File: src/rtl/rgbck_pkg.sv
// ----------------------------------------------------------------------------
// rgbck_pkg
// Types and constants shared by the RGB color key filter modules.
// ----------------------------------------------------------------------------
package rgbck_pkg;

  localparam int PixelW  = 32;
  localparam int ColorW  = 24;
  localparam int ByteW   = 8;
  localparam int SquareW = 16;
  localparam int SumW    = 18;
  localparam int CountW  = 32;
  localparam int CfgIdxW = 2;
  localparam int CfgDataW = 32;
  localparam int QueueDepth = 4;
  localparam int QueuePtrW  = 2;
  localparam int QueueCntW  = 3;

  typedef enum logic [CfgIdxW-1:0] {
    CFG_EXPECTED_COLOR    = 2'd0,
    CFG_DISTANCE_SQUARED  = 2'd1,
    CFG_REPLACEMENT_COLOR = 2'd2,
    CFG_INVERT_MATCH      = 2'd3
  } cfg_index_t;

  typedef struct packed {
    logic [PixelW-1:0] pixel_in;
    logic              last_pixel;
  } pixel_item_t;

  typedef struct packed {
    logic [PixelW-1:0] pixel_out;
    logic              matched;
    logic [CountW-1:0] match_count;
    logic              last_out;
  } result_item_t;

  // Classified pixel handed from the front end to the back end.
  typedef struct packed {
    logic [PixelW-1:0] pixel;
    logic              matched;
    logic              last;
  } key_item_t;

  typedef struct packed {
    logic [ColorW-1:0] expected_color;
    logic [PixelW-1:0] distance_squared;
    logic [PixelW-1:0] replacement_color;
    logic              invert_match;
  } key_cfg_t;

  function automatic logic [SquareW-1:0] channel_sq(logic [ByteW-1:0] a,
                                                    logic [ByteW-1:0] b);
    logic [ByteW-1:0] d;
    d = (a >= b) ? (a - b) : (b - a);
    return SquareW'(d) * SquareW'(d);
  endfunction

endpackage

File: src/rtl/rgbck_front.sv
// ----------------------------------------------------------------------------
// rgbck_front
// Two-stage classifier: per-channel squares, then sum and threshold compare.
// ----------------------------------------------------------------------------
module rgbck_front (
  input  logic                     clk,
  input  logic                     rst,
  input  rgbck_pkg::key_cfg_t      cfg,
  input  rgbck_pkg::pixel_item_t   in_item,
  input  logic                     push,
  output logic                     full,
  output rgbck_pkg::key_item_t     q_item,
  output logic                     q_push,
  input  logic                     q_full
);

  logic                          adv;
  logic                          s1_valid;
  logic                          s2_valid;
  logic [rgbck_pkg::SquareW-1:0] sq_r;
  logic [rgbck_pkg::SquareW-1:0] sq_g;
  logic [rgbck_pkg::SquareW-1:0] sq_b;
  logic [rgbck_pkg::PixelW-1:0]  s1_pixel;
  logic                          s1_last;
  logic [rgbck_pkg::SumW-1:0]    sum;
  rgbck_pkg::key_item_t          s2_item;

  assign adv    = !s2_valid || !q_full;
  assign full   = !adv;
  assign q_push = s2_valid && !q_full;
  assign q_item = s2_item;

  assign sum = rgbck_pkg::SumW'(sq_r) + rgbck_pkg::SumW'(sq_g) + rgbck_pkg::SumW'(sq_b);

  always_ff @(posedge clk) begin
    if (rst) begin
      s1_valid <= 1'b0;
      s2_valid <= 1'b0;
    end else if (adv) begin
      s1_valid <= push;
      s2_valid <= s1_valid;
    end
  end

  always_ff @(posedge clk) begin
    if (adv) begin
      sq_r     <= rgbck_pkg::channel_sq(in_item.pixel_in[23:16], cfg.expected_color[23:16]);
      sq_g     <= rgbck_pkg::channel_sq(in_item.pixel_in[15:8], cfg.expected_color[15:8]);
      sq_b     <= rgbck_pkg::channel_sq(in_item.pixel_in[7:0], cfg.expected_color[7:0]);
      s1_pixel <= in_item.pixel_in;
      s1_last  <= in_item.last_pixel;
      s2_item.pixel   <= s1_pixel;
      s2_item.last    <= s1_last;
      s2_item.matched <= rgbck_pkg::PixelW'(sum) < cfg.distance_squared;
    end
  end

endmodule

File: src/rtl/rgbck_queue.sv
// ----------------------------------------------------------------------------
// rgbck_queue
// Short register queue between the classifier and the output stage.
// ----------------------------------------------------------------------------
module rgbck_queue (
  input  logic                   clk,
  input  logic                   rst,
  input  logic                   wr_push,
  input  rgbck_pkg::key_item_t   wr_item,
  output logic                   wr_full,
  output rgbck_pkg::key_item_t   rd_item,
  output logic                   rd_valid,
  input  logic                   rd_pop
);

  rgbck_pkg::key_item_t            mem [rgbck_pkg::QueueDepth];
  logic [rgbck_pkg::QueuePtrW-1:0] wr_ptr;
  logic [rgbck_pkg::QueuePtrW-1:0] rd_ptr;
  logic [rgbck_pkg::QueueCntW-1:0] count;
  logic                            do_wr;
  logic                            do_rd;

  assign wr_full  = count == rgbck_pkg::QueueCntW'(rgbck_pkg::QueueDepth);
  assign rd_valid = count != '0;
  assign do_wr    = wr_push && !wr_full;
  assign do_rd    = rd_pop && rd_valid;
  assign rd_item  = mem[rd_ptr];

  always_ff @(posedge clk) begin
    if (rst) begin
      wr_ptr <= '0;
      rd_ptr <= '0;
      count  <= '0;
    end else begin
      if (do_wr) wr_ptr <= wr_ptr + 1'b1;
      if (do_rd) rd_ptr <= rd_ptr + 1'b1;
      if (do_wr && !do_rd) count <= count + 1'b1;
      else if (!do_wr && do_rd) count <= count - 1'b1;
    end
  end

  always_ff @(posedge clk) begin
    if (do_wr) mem[wr_ptr] <= wr_item;
  end

endmodule

File: src/rtl/rgbck_back.sv
// ----------------------------------------------------------------------------
// rgbck_back
// Match counter, pixel replacement and the result register.
// ----------------------------------------------------------------------------
module rgbck_back (
  input  logic                     clk,
  input  logic                     rst,
  input  rgbck_pkg::key_cfg_t      cfg,
  input  rgbck_pkg::key_item_t     q_item,
  input  logic                     q_valid,
  output logic                     q_pop,
  output rgbck_pkg::result_item_t  result_item,
  output logic                     empty,
  input  logic                     pop
);

  logic                         out_valid;
  logic [rgbck_pkg::CountW-1:0] match_counter;
  logic [rgbck_pkg::CountW-1:0] count_next;
  logic                         load;
  logic                         keep;

  assign load  = !out_valid || pop;
  assign q_pop = q_valid && load;
  assign empty = !out_valid;
  assign keep  = q_item.matched != cfg.invert_match;

  always_comb begin
    count_next = match_counter;
    if (q_item.matched && match_counter != '1) count_next = match_counter + 1'b1;
  end

  always_ff @(posedge clk) begin
    if (rst) begin
      out_valid     <= 1'b0;
      match_counter <= '0;
    end else if (load) begin
      out_valid <= q_valid;
      if (q_valid) match_counter <= q_item.last ? '0 : count_next;
    end
  end

  always_ff @(posedge clk) begin
    if (q_pop) begin
      result_item.pixel_out   <= keep ? q_item.pixel : cfg.replacement_color;
      result_item.matched     <= q_item.matched;
      result_item.match_count <= count_next;
      result_item.last_out    <= q_item.last;
    end
  end

endmodule

File: src/rtl/rgb_euclidean_color_key_filter_top.sv
// ----------------------------------------------------------------------------
// rgb_euclidean_color_key_filter_top
// Color key filter: keeps or replaces ARGB pixels by squared RGB distance.
//
//   channel   handshake          payload
//   input     push / full        in_item     (pixel_in, last_pixel)
//   result    pop / empty        result_item (pixel_out, matched, match_count,
//                                             last_out)
//   config    cfg_we             cfg_index, cfg_data
//
// One pixel is taken per clock while full is low. Squares, then sum and
// compare, each take a register stage; a 4-entry queue lets the output
// register stall without stopping the classifier at once.
// Reset clears the stage valids, queue, match counter and config registers.
// full rises when the queue is full and the second stage holds a pixel.
// ----------------------------------------------------------------------------
module rgb_euclidean_color_key_filter_top (
  input  logic                                clk,
  input  logic                                rst,
  input  logic                                cfg_we,
  input  logic [rgbck_pkg::CfgIdxW-1:0]       cfg_index,
  input  logic [rgbck_pkg::CfgDataW-1:0]      cfg_data,
  input  rgbck_pkg::pixel_item_t              in_item,
  input  logic                                push,
  output logic                                full,
  output rgbck_pkg::result_item_t             result_item,
  output logic                                empty,
  input  logic                                pop
);

  rgbck_pkg::key_cfg_t  cfg;
  rgbck_pkg::key_item_t f_item;
  rgbck_pkg::key_item_t q_item;
  logic                 f_push;
  logic                 q_full;
  logic                 q_valid;
  logic                 q_pop;

  always_ff @(posedge clk) begin
    if (rst) begin
      cfg <= '0;
    end else if (cfg_we) begin
      unique case (rgbck_pkg::cfg_index_t'(cfg_index))
        rgbck_pkg::CFG_EXPECTED_COLOR:
          cfg.expected_color <= cfg_data[rgbck_pkg::ColorW-1:0];
        rgbck_pkg::CFG_DISTANCE_SQUARED:  cfg.distance_squared  <= cfg_data;
        rgbck_pkg::CFG_REPLACEMENT_COLOR: cfg.replacement_color <= cfg_data;
        rgbck_pkg::CFG_INVERT_MATCH:      cfg.invert_match      <= cfg_data[0];
        default: ;
      endcase
    end
  end

  rgbck_front u_front (
    .clk     (clk),
    .rst     (rst),
    .cfg     (cfg),
    .in_item (in_item),
    .push    (push),
    .full    (full),
    .q_item  (f_item),
    .q_push  (f_push),
    .q_full  (q_full)
  );

  rgbck_queue u_queue (
    .clk      (clk),
    .rst      (rst),
    .wr_push  (f_push),
    .wr_item  (f_item),
    .wr_full  (q_full),
    .rd_item  (q_item),
    .rd_valid (q_valid),
    .rd_pop   (q_pop)
  );

  rgbck_back u_back (
    .clk         (clk),
    .rst         (rst),
    .cfg         (cfg),
    .q_item      (q_item),
    .q_valid     (q_valid),
    .q_pop       (q_pop),
    .result_item (result_item),
    .empty       (empty),
    .pop         (pop)
  );

endmodule

File: config.mk
export PLATFORM = sky130hd
export DESIGN_NAME = rgb_euclidean_color_key_filter_top
export DESIGN_NICKNAME = d
export VERILOG_FILES = /design/src/rtl/rgbck_pkg.sv /design/src/rtl/rgbck_front.sv /design/src/rtl/rgbck_queue.sv /design/src/rtl/rgbck_back.sv /design/src/rtl/rgb_euclidean_color_key_filter_top.sv
export SDC_FILE = /design/constraint.sdc
export NUM_CORES = 1
export LEC_CHECK = 0
export BUFFER_PORTS_ARGS = -buffer_cell sky130_fd_sc_hd__buf_2
export CORE_ASPECT_RATIO = 1.5
export CORE_UTILIZATION = 45
export CTS_CLUSTER_SIZE = 10
export DETAILED_ROUTE_END_ITERATION = 10
export REMOVE_ABC_BUFFERS = 1
export SLEW_MARGIN = 20
export SYNTH_ARGS = -nofsm -noshare
export SYNTH_HDL_FRONTEND = slang
export SYNTH_HIERARCHICAL = 1
export SYNTH_SLANG_ARGS = --single-unit
File: constraint.sdc
create_clock -name clk -period 12.8 [get_ports clk]
set_input_delay 0 -clock clk [delete_from_list [all_inputs] [get_ports clk]]
set_output_delay 0 -clock clk [all_outputs]
set_load 0.01 [all_outputs]
==> results of run 1 <==
worst max-delay path: cells and delay by family (launching register included):
| kind | cells | cell delay (ps) |
|---|---|---|
| AND/OR/NAND/NOR | 2 | 360 |
| adder cells (fa/ha/maj) | 7 | 2580 |
| buffers and inverters | 3 | 150 |
| flip-flops | 1 | 350 |
| multiplexers | 1 | 180 |
| XOR/XNOR | 3 | 1150 |
| AO/OA/AOI/OAI | 8 | 1820 |
Yosys cell counts (4+ instances only):
cell type / count / area share, %
edfxtp_1: 314 / 37
inv_1: 227 / 3.4
ha_1: 171 / 8.5
nand2b_1: 138 / 3.4
dfxtp_1: 133 / 11
nor2_1: 133 / 2.0
mux2i_1: 116 / 4.6
fa_1: 98 / 7.8
a21oi_1: 91 / 1.8
xnor2_1: 72 / 2.5
o21ai_0: 47 / 0.93
nand2_1: 42 / 0.63
xor2_1: 35 / 1.2
mux4_2: 34 / 3.0
mux2_2: 33 / 1.5
clkbuf_1: 31 / 0.46
nand3_1: 26 / 0.52
a21o_1: 22 / 0.66
nand4_1: 20 / 0.50
buf_2: 16 / 0.32
nor3_1: 16 / 0.32
o21bai_1: 15 / 0.45
or3_1: 15 / 0.37
a31oi_1: 14 / 0.35
and2_1: 13 / 0.32
buf_6: 12 / 0.54
nor2b_1: 12 / 0.30
and3_1: 9 / 0.22
or2_2: 9 / 0.22
a21boi_0: 8 / 0.24
a211oi_1: 7 / 0.21
o21a_1: 7 / 0.21
o31ai_1: 7 / 0.21
or2_1: 7 / 0.17
xnor2_2: 7 / 0.45
and4_1: 5 / 0.17
nor4_1: 5 / 0.12
inv_2: 4 / 0.060
layer usage:
layer | track usage, % | up-vias | part of all wire, %
li1 | - | 7567 | -
met1 | 22.0 | 7673 | 39
met2 | 36.9 | 276 | 54
met3 | 1.94 | 88 | 2.9
met4 | 7.80 | 0 | 3.3
met5 | 0 | - | 0
area by class of cell:
cell class              count  area [um2]
diodes                      2        5.00
clock inverters             3        37.5
well taps                 695         870
repair buffers            226        1540
flip-flops and latches    447       12100
fillers                  4772       26300
multi-input cells        1302       11800
inverters                 233         875
clock buffers              90        1460
cells by family (layout without fill, tap and decap cells):
kind of cell	after synthesis	after routing	synth area share, %
buffers and inverters	298	552	5.10
AND/OR/NAND/NOR	471	471	10.1
other	2	5	0.0298
flip-flops	447	447	48.0
AO/OA/AOI/OAI	258	258	6.83
multiplexers	185	185	9.22
adder cells (fa/ha/maj)	269	269	16.3
XOR/XNOR	116	116	4.39
layout by cell type (no fill, tap or decap), types with 15 or more instances in the layout:
cell,synthesis,routed
mux4_2,34,34
mux2_2,33,33
nand2_1,42,41
dlygate4sd3_1,0,73
nand2b_1,138,138
a21o_1,22,22
nand3_1,26,26
edfxtp_1,314,314
o21ai_0,47,47
fa_1,98,98
clkbuf_16,0,52
nor2_1,133,132
clkbuf_1,31,36
ha_1,171,171
dfxtp_1,133,132
buf_2,16,138
xnor2_1,72,71
xor2_1,35,35
mux2i_1,116,116
or3_1,15,15
nor3_1,16,16
a21oi_1,91,91
o21bai_1,15,15
nand4_1,20,20
inv_1,227,227
stage by stage:
stage,utilization (%),instances,setup slack (ps),instance area (um2),hold slack [ps]
floorplan,-,1982,6610,24800,69.1
global placement,48.1,2828,6150,26500,178
global route,52.2,2998,5450,28700,81.7
finish,52.2,2998,5930,28700,65.4
detailed placement,48.1,2829,6000,26500,179
CTS,52.2,2995,5950,28700,53.3
sequential cells by signal (all words and copies together) (netlist names), 2 cells and up, named ones only:
signal,flops
u_front/sq_g,15
u_queue/mem,136
u_front/sq_b,15
u_front/q_item,34
u_queue/wr_ptr,2
u_queue/rd_ptr,2
u_back/result_item,66
u_back/match_counter,32
u_queue/count,3
u_front/s1_pixel,32
u_front/sq_r,15
cfg,89
power by group through the flow:
stage / clock network (W) / logic, W / registers (W)
6_report: 0.00132 / 0.00390 / 0.00209
5_1_grt: 0.00140 / 0.00450 / 0.00212
4_1_cts: 0.00135 / 0.00396 / 0.00210
3_5_place_dp: 0 / 0.00391 / 0.00213
3_3_place_gp: 0 / 0.00383 / 0.00212
2_1_floorplan: 0 / 0.00297 / 0.00215
path summary, 6_finish.rpt:
path | start | endpoint | slack, ps | depth (start not counted)
setup / recovery | cfg[81] | u_front/sq_r[14] | 5930 | 24
hold / removal | rst | cfg[60] | 70 | 3
setup reg to reg | cfg[81] | u_front/sq_r[14] | 5930 | 24
hold reg to reg | u_front/s1_pixel[3] | u_front/q_item[5] | 400 | 0
==> run metrics, run 1 <==
status=complete, no violations; All-Layer GR Usage=19.4%; I/O Pins=140; fmax=146 MHz; via count of the routed design=15600; first-pass GRT wire length=87000 um; Worst path most repeated cell=ha_1; HP Class=primary input to register; PostCTS Resize Cnt=0; synthesized instance count=2046; post-layout min period=6870 ps; Mean Syn Cell Area=12.3 um2; Pwr Total=0.00731 W; Rel. slew slack=25.3%; Max Cap Violations=0; Setup Fix Bufs, Post-CTS=0; H-tree levels=2; initial core utilization=45.8%; height of the die=292 um; setup_tns=0 ps; power share of the clock group=18.0%; fin nets=2602; clk buf depth=3; fin. max-slew vios=0; CP Class=register to register; IO Port Bufs=139; sw frac=38.4%; pwr/cell area=254 mW/mm2; FP Rows=105; TritonRoute pass-1 iters=4; Yosys cell types=82; DR DRC count=0; Worst path max stage delay=840 ps; final WL=53700 um; Layout Skew=31.1 ps; floorplan core area=0.0550 mm2; critical path launch point type=register; sequential power share=28.6%; switching power=0.00281 W; die width=195 um; CTS root buf=clkbuf_16; largest net degree at the start of global routing=70; CTS Hold Bufs=73; grt ovf=0; Antenna Nets Post-Route=0; Num CTS Buffers=51; Yosys reg bits=447; share of cells above drive strength 1=14.6%; number of global-route vias before repair=16700; clk sinks=447; initial antenna violation count=2; Internal Power=0.00450 W; WP data arrival=7170 ps; Post-synth EDFFs=314; die area=0.0569 mm2; final setup fails=0; Ys Warns=6; CP max FO=11; DR iter-0 viols=606; sequential element share of the synthesized area=48.0%; Worst Setup End Kind=register; routed len/inst=17.9 um; endpoints failing hold=0; post-synthesis async set-or-reset flop share=0%; ys flop type=edfxtp_1; Tcrit/Tclk final=53.7%; RSZ-0062 raised after global routing=no; Max VDD drop=0.000181 V; post-DR vias/cell=5.20; Worst-Skew Late Latency=570 ps; slowest CP cell=xnor2_1; TritonCTS clock tree=done; Lkg Pwr=11.9 nW; Final GP Congestion=0.885; cell area after synthesis=0.0252 mm2; Worst Path Required=13090 ps; Reg clk slew, reported paths=50 ps; area delta synth->final=14.1%; Logic pwr share=53.4%; crit path cell chain=ha_1 > inv_1 > fa_1 > a21o_1 > a21oi_2 > a21oi_1 > a211oi_4 > mux2i_1 > xnor2_1 > nor2_1 > ha_1 > xor2_1 > ha_1 > inv_1 > fa_1 > fa_1 > inv_1 > ha_1 > nor2b_1 > o21a_1 > o41a_1 > a21oi_1 > o2bb2ai_1 > xor2_1; DP Wirelength=38300 um; Least-Margin Pin Slew=1120 ps
(Power assumes the default switching activity.)
==> run 2, diff against run 1 <==
- clock period: 12.8 -> 6.8 ns (I/O delays scaled with it)
==> run 2 against run 1 <==
Core utilization is 0.31 points higher. Via count is 0.37% higher. Largest cell class unchanged. Die area stayed put. First-iteration DRC count is 15% higher. Total power is 93% higher. Count of clock-buffer cells in the layout stayed put. Critical path type unchanged. Clock power is 89% higher. Non-clock buffer count is 16 higher. Global-route usage is 0.18 points lower. Highest routed layer unchanged.
==> run metrics, run 2 (same netlist as run 1, synthesis figures left out) <==
I/O Pins=140; sequential power share=27.8%; clk buf depth=3; Critical Path Stages=27; fmax=155 MHz; initial antenna violation count=0; Worst Setup End Kind=register; pwr/cell area=487 mW/mm2; placed insts=2843; height of the die=292 um; sw frac=39.7%; Rel. slew slack=27.3%; DP Wirelength=38800 um; H-tree levels=2; IO Port Bufs=139; Worst Path Required=7120 ps; fin nets=2618; number of global-route vias before repair=16500; DR iter-0 viols=698; Largest regs=u_queue/mem x136, cfg x89, u_back/result_item x66; setup_tns=0 ps; HP Class=primary input to register; final WL=53600 um; Reg clk slew, reported paths=60 ps; clk sinks=447; grt ovf=0; most common cell after layout, fill and taps aside=edfxtp_1; post-layout min period=6440 ps; CP Class=register to register; Layout Skew=21.9 ps; Util after Layout=52.5%; TritonCTS clock tree=done; WP data arrival=6760 ps; Lkg Pwr=12.0 nW; Antenna Nets Post-Route=0; All-Layer GR Usage=19.2%; TritonRoute pass-1 iters=5; largest net degree at the start of global routing=72; Logic pwr share=54.5%; Pwr Total=0.0141 W; post-route insts no fill=3015; fin. max-slew vios=0; Worst-Skew Late Latency=580 ps; first-pass GRT wire length=86200 um; final setup fails=0; routed len/inst=17.8 um; antenna cells=0; largest reg by FF count=u_queue/mem; slowest CP cell=fa_1; Max VDD drop=0.000448 V; post-DR vias/cell=5.19; FP Rows=105; switching power=0.00559 W; DR DRC count=0; floorplan core area=0.0550 mm2; die width=195 um; Internal Power=0.00849 W; power share of the clock group=17.7%; CP max FO=9; CP bufs+invs=5; Worst path max stage delay=530 ps; critical path launch point type=register; Tcrit/Tclk final=94.8%; status=complete, no violations; initial core utilization=45.8%; CTS root buf=clkbuf_16; endpoints failing hold=0; R2R depth=27; commonest cells after routing, fill and taps aside=edfxtp_1 (314), inv_1 (227), ha_1 (171); Largest register FFs=136; area delta synth->final=14.7%; hold depth=3; Num CTS Buffers=51; Max Cap Violations=0; Least-Margin Pin Slew=1080 ps; die area=0.0569 mm2; Final GP Congestion=0.859; share of cells above drive strength 1=15.5%; via count of the routed design=15700; CP delay by family, top=adder cells
[run 2: changes by cell type in the layout (fill, tap and decap cells not counted), sizes merged]
cell,before,now
dlygate4sd3,73,72
diode,2,0
clkinv,4,2
inv,232,237
buf,153,170
[run 2: power groups by stage]
| stage | clock network (W) | logic, W | registers (W) |
|---|---|---|---|
| final | 0.00249 | 0.00767 | 0.00392 |
| after global routing | 0.00266 | 0.00879 | 0.00396 |
| after CTS | 0.00255 | 0.00781 | 0.00393 |
| after detailed placement | 0 | 0.00770 | 0.00399 |
| after global placement | 0 | 0.00759 | 0.00398 |
| after floorplan | 0 | 0.00559 | 0.00405 |
[run 2: layout make-up]
class,instances,area (um2)
clock buffer,90,1420
clock inverter,6,66.3
fill,4688,26100
inverter,233,875
multi-input combinational,1302,11900
sequential,447,12100
tap,695,870
timing repair buffer,242,1680
[run 2: final timing paths]
kind,slack [ps],end,startpoint
worst min register to register,410,u_front/q_item[8],u_front/s1_pixel[6]
worst max register to register,360,u_front/sq_b[15],cfg[65]
worst max-delay path,360,u_front/sq_b[15],cfg[65]
worst min-delay path,60,cfg[28],rst
[run 2: layer usage]
layer / up-vias / global-route usage (%) / part of all wire, % / wire length (um)
li1: 7595 / - / - / -
met1: 7690 / 21.8 / 40 / 21300
met2: 281 / 36.5 / 54 / 28800
met3: 96 / 1.91 / 2.8 / 1510
met4: 0 / 7.76 / 3.7 / 1990
met5: - / 0 / 0 / 0
[run 2: timing repair]
action,4_1_cts,5_1_grt
hold endpoints to repair,124,0
endpoints found under the setup margin,0,10
resized for setup,0,11
buffers inserted,0,4
hold buffers,72,0
[run 2: through the flow]
| stage | hold WS, ps | worst slack [ps] | cell area, um2 |
|---|---|---|---|
| after floorplan | 69.1 | 612 | 24800 |
| after global placement | 179 | 370 | 26600 |
| after detailed placement | 178 | 257 | 26600 |
| after CTS | 55.5 | 247 | 28800 |
| after global routing | 85.1 | -33.0 | 28900 |
| final | 60.2 | 356 | 28900 |
[run 2: worst min-delay path, cell delays in order]
cell      delay, ps
buf_4           260
nand2b_1        210
mux2i_1         110
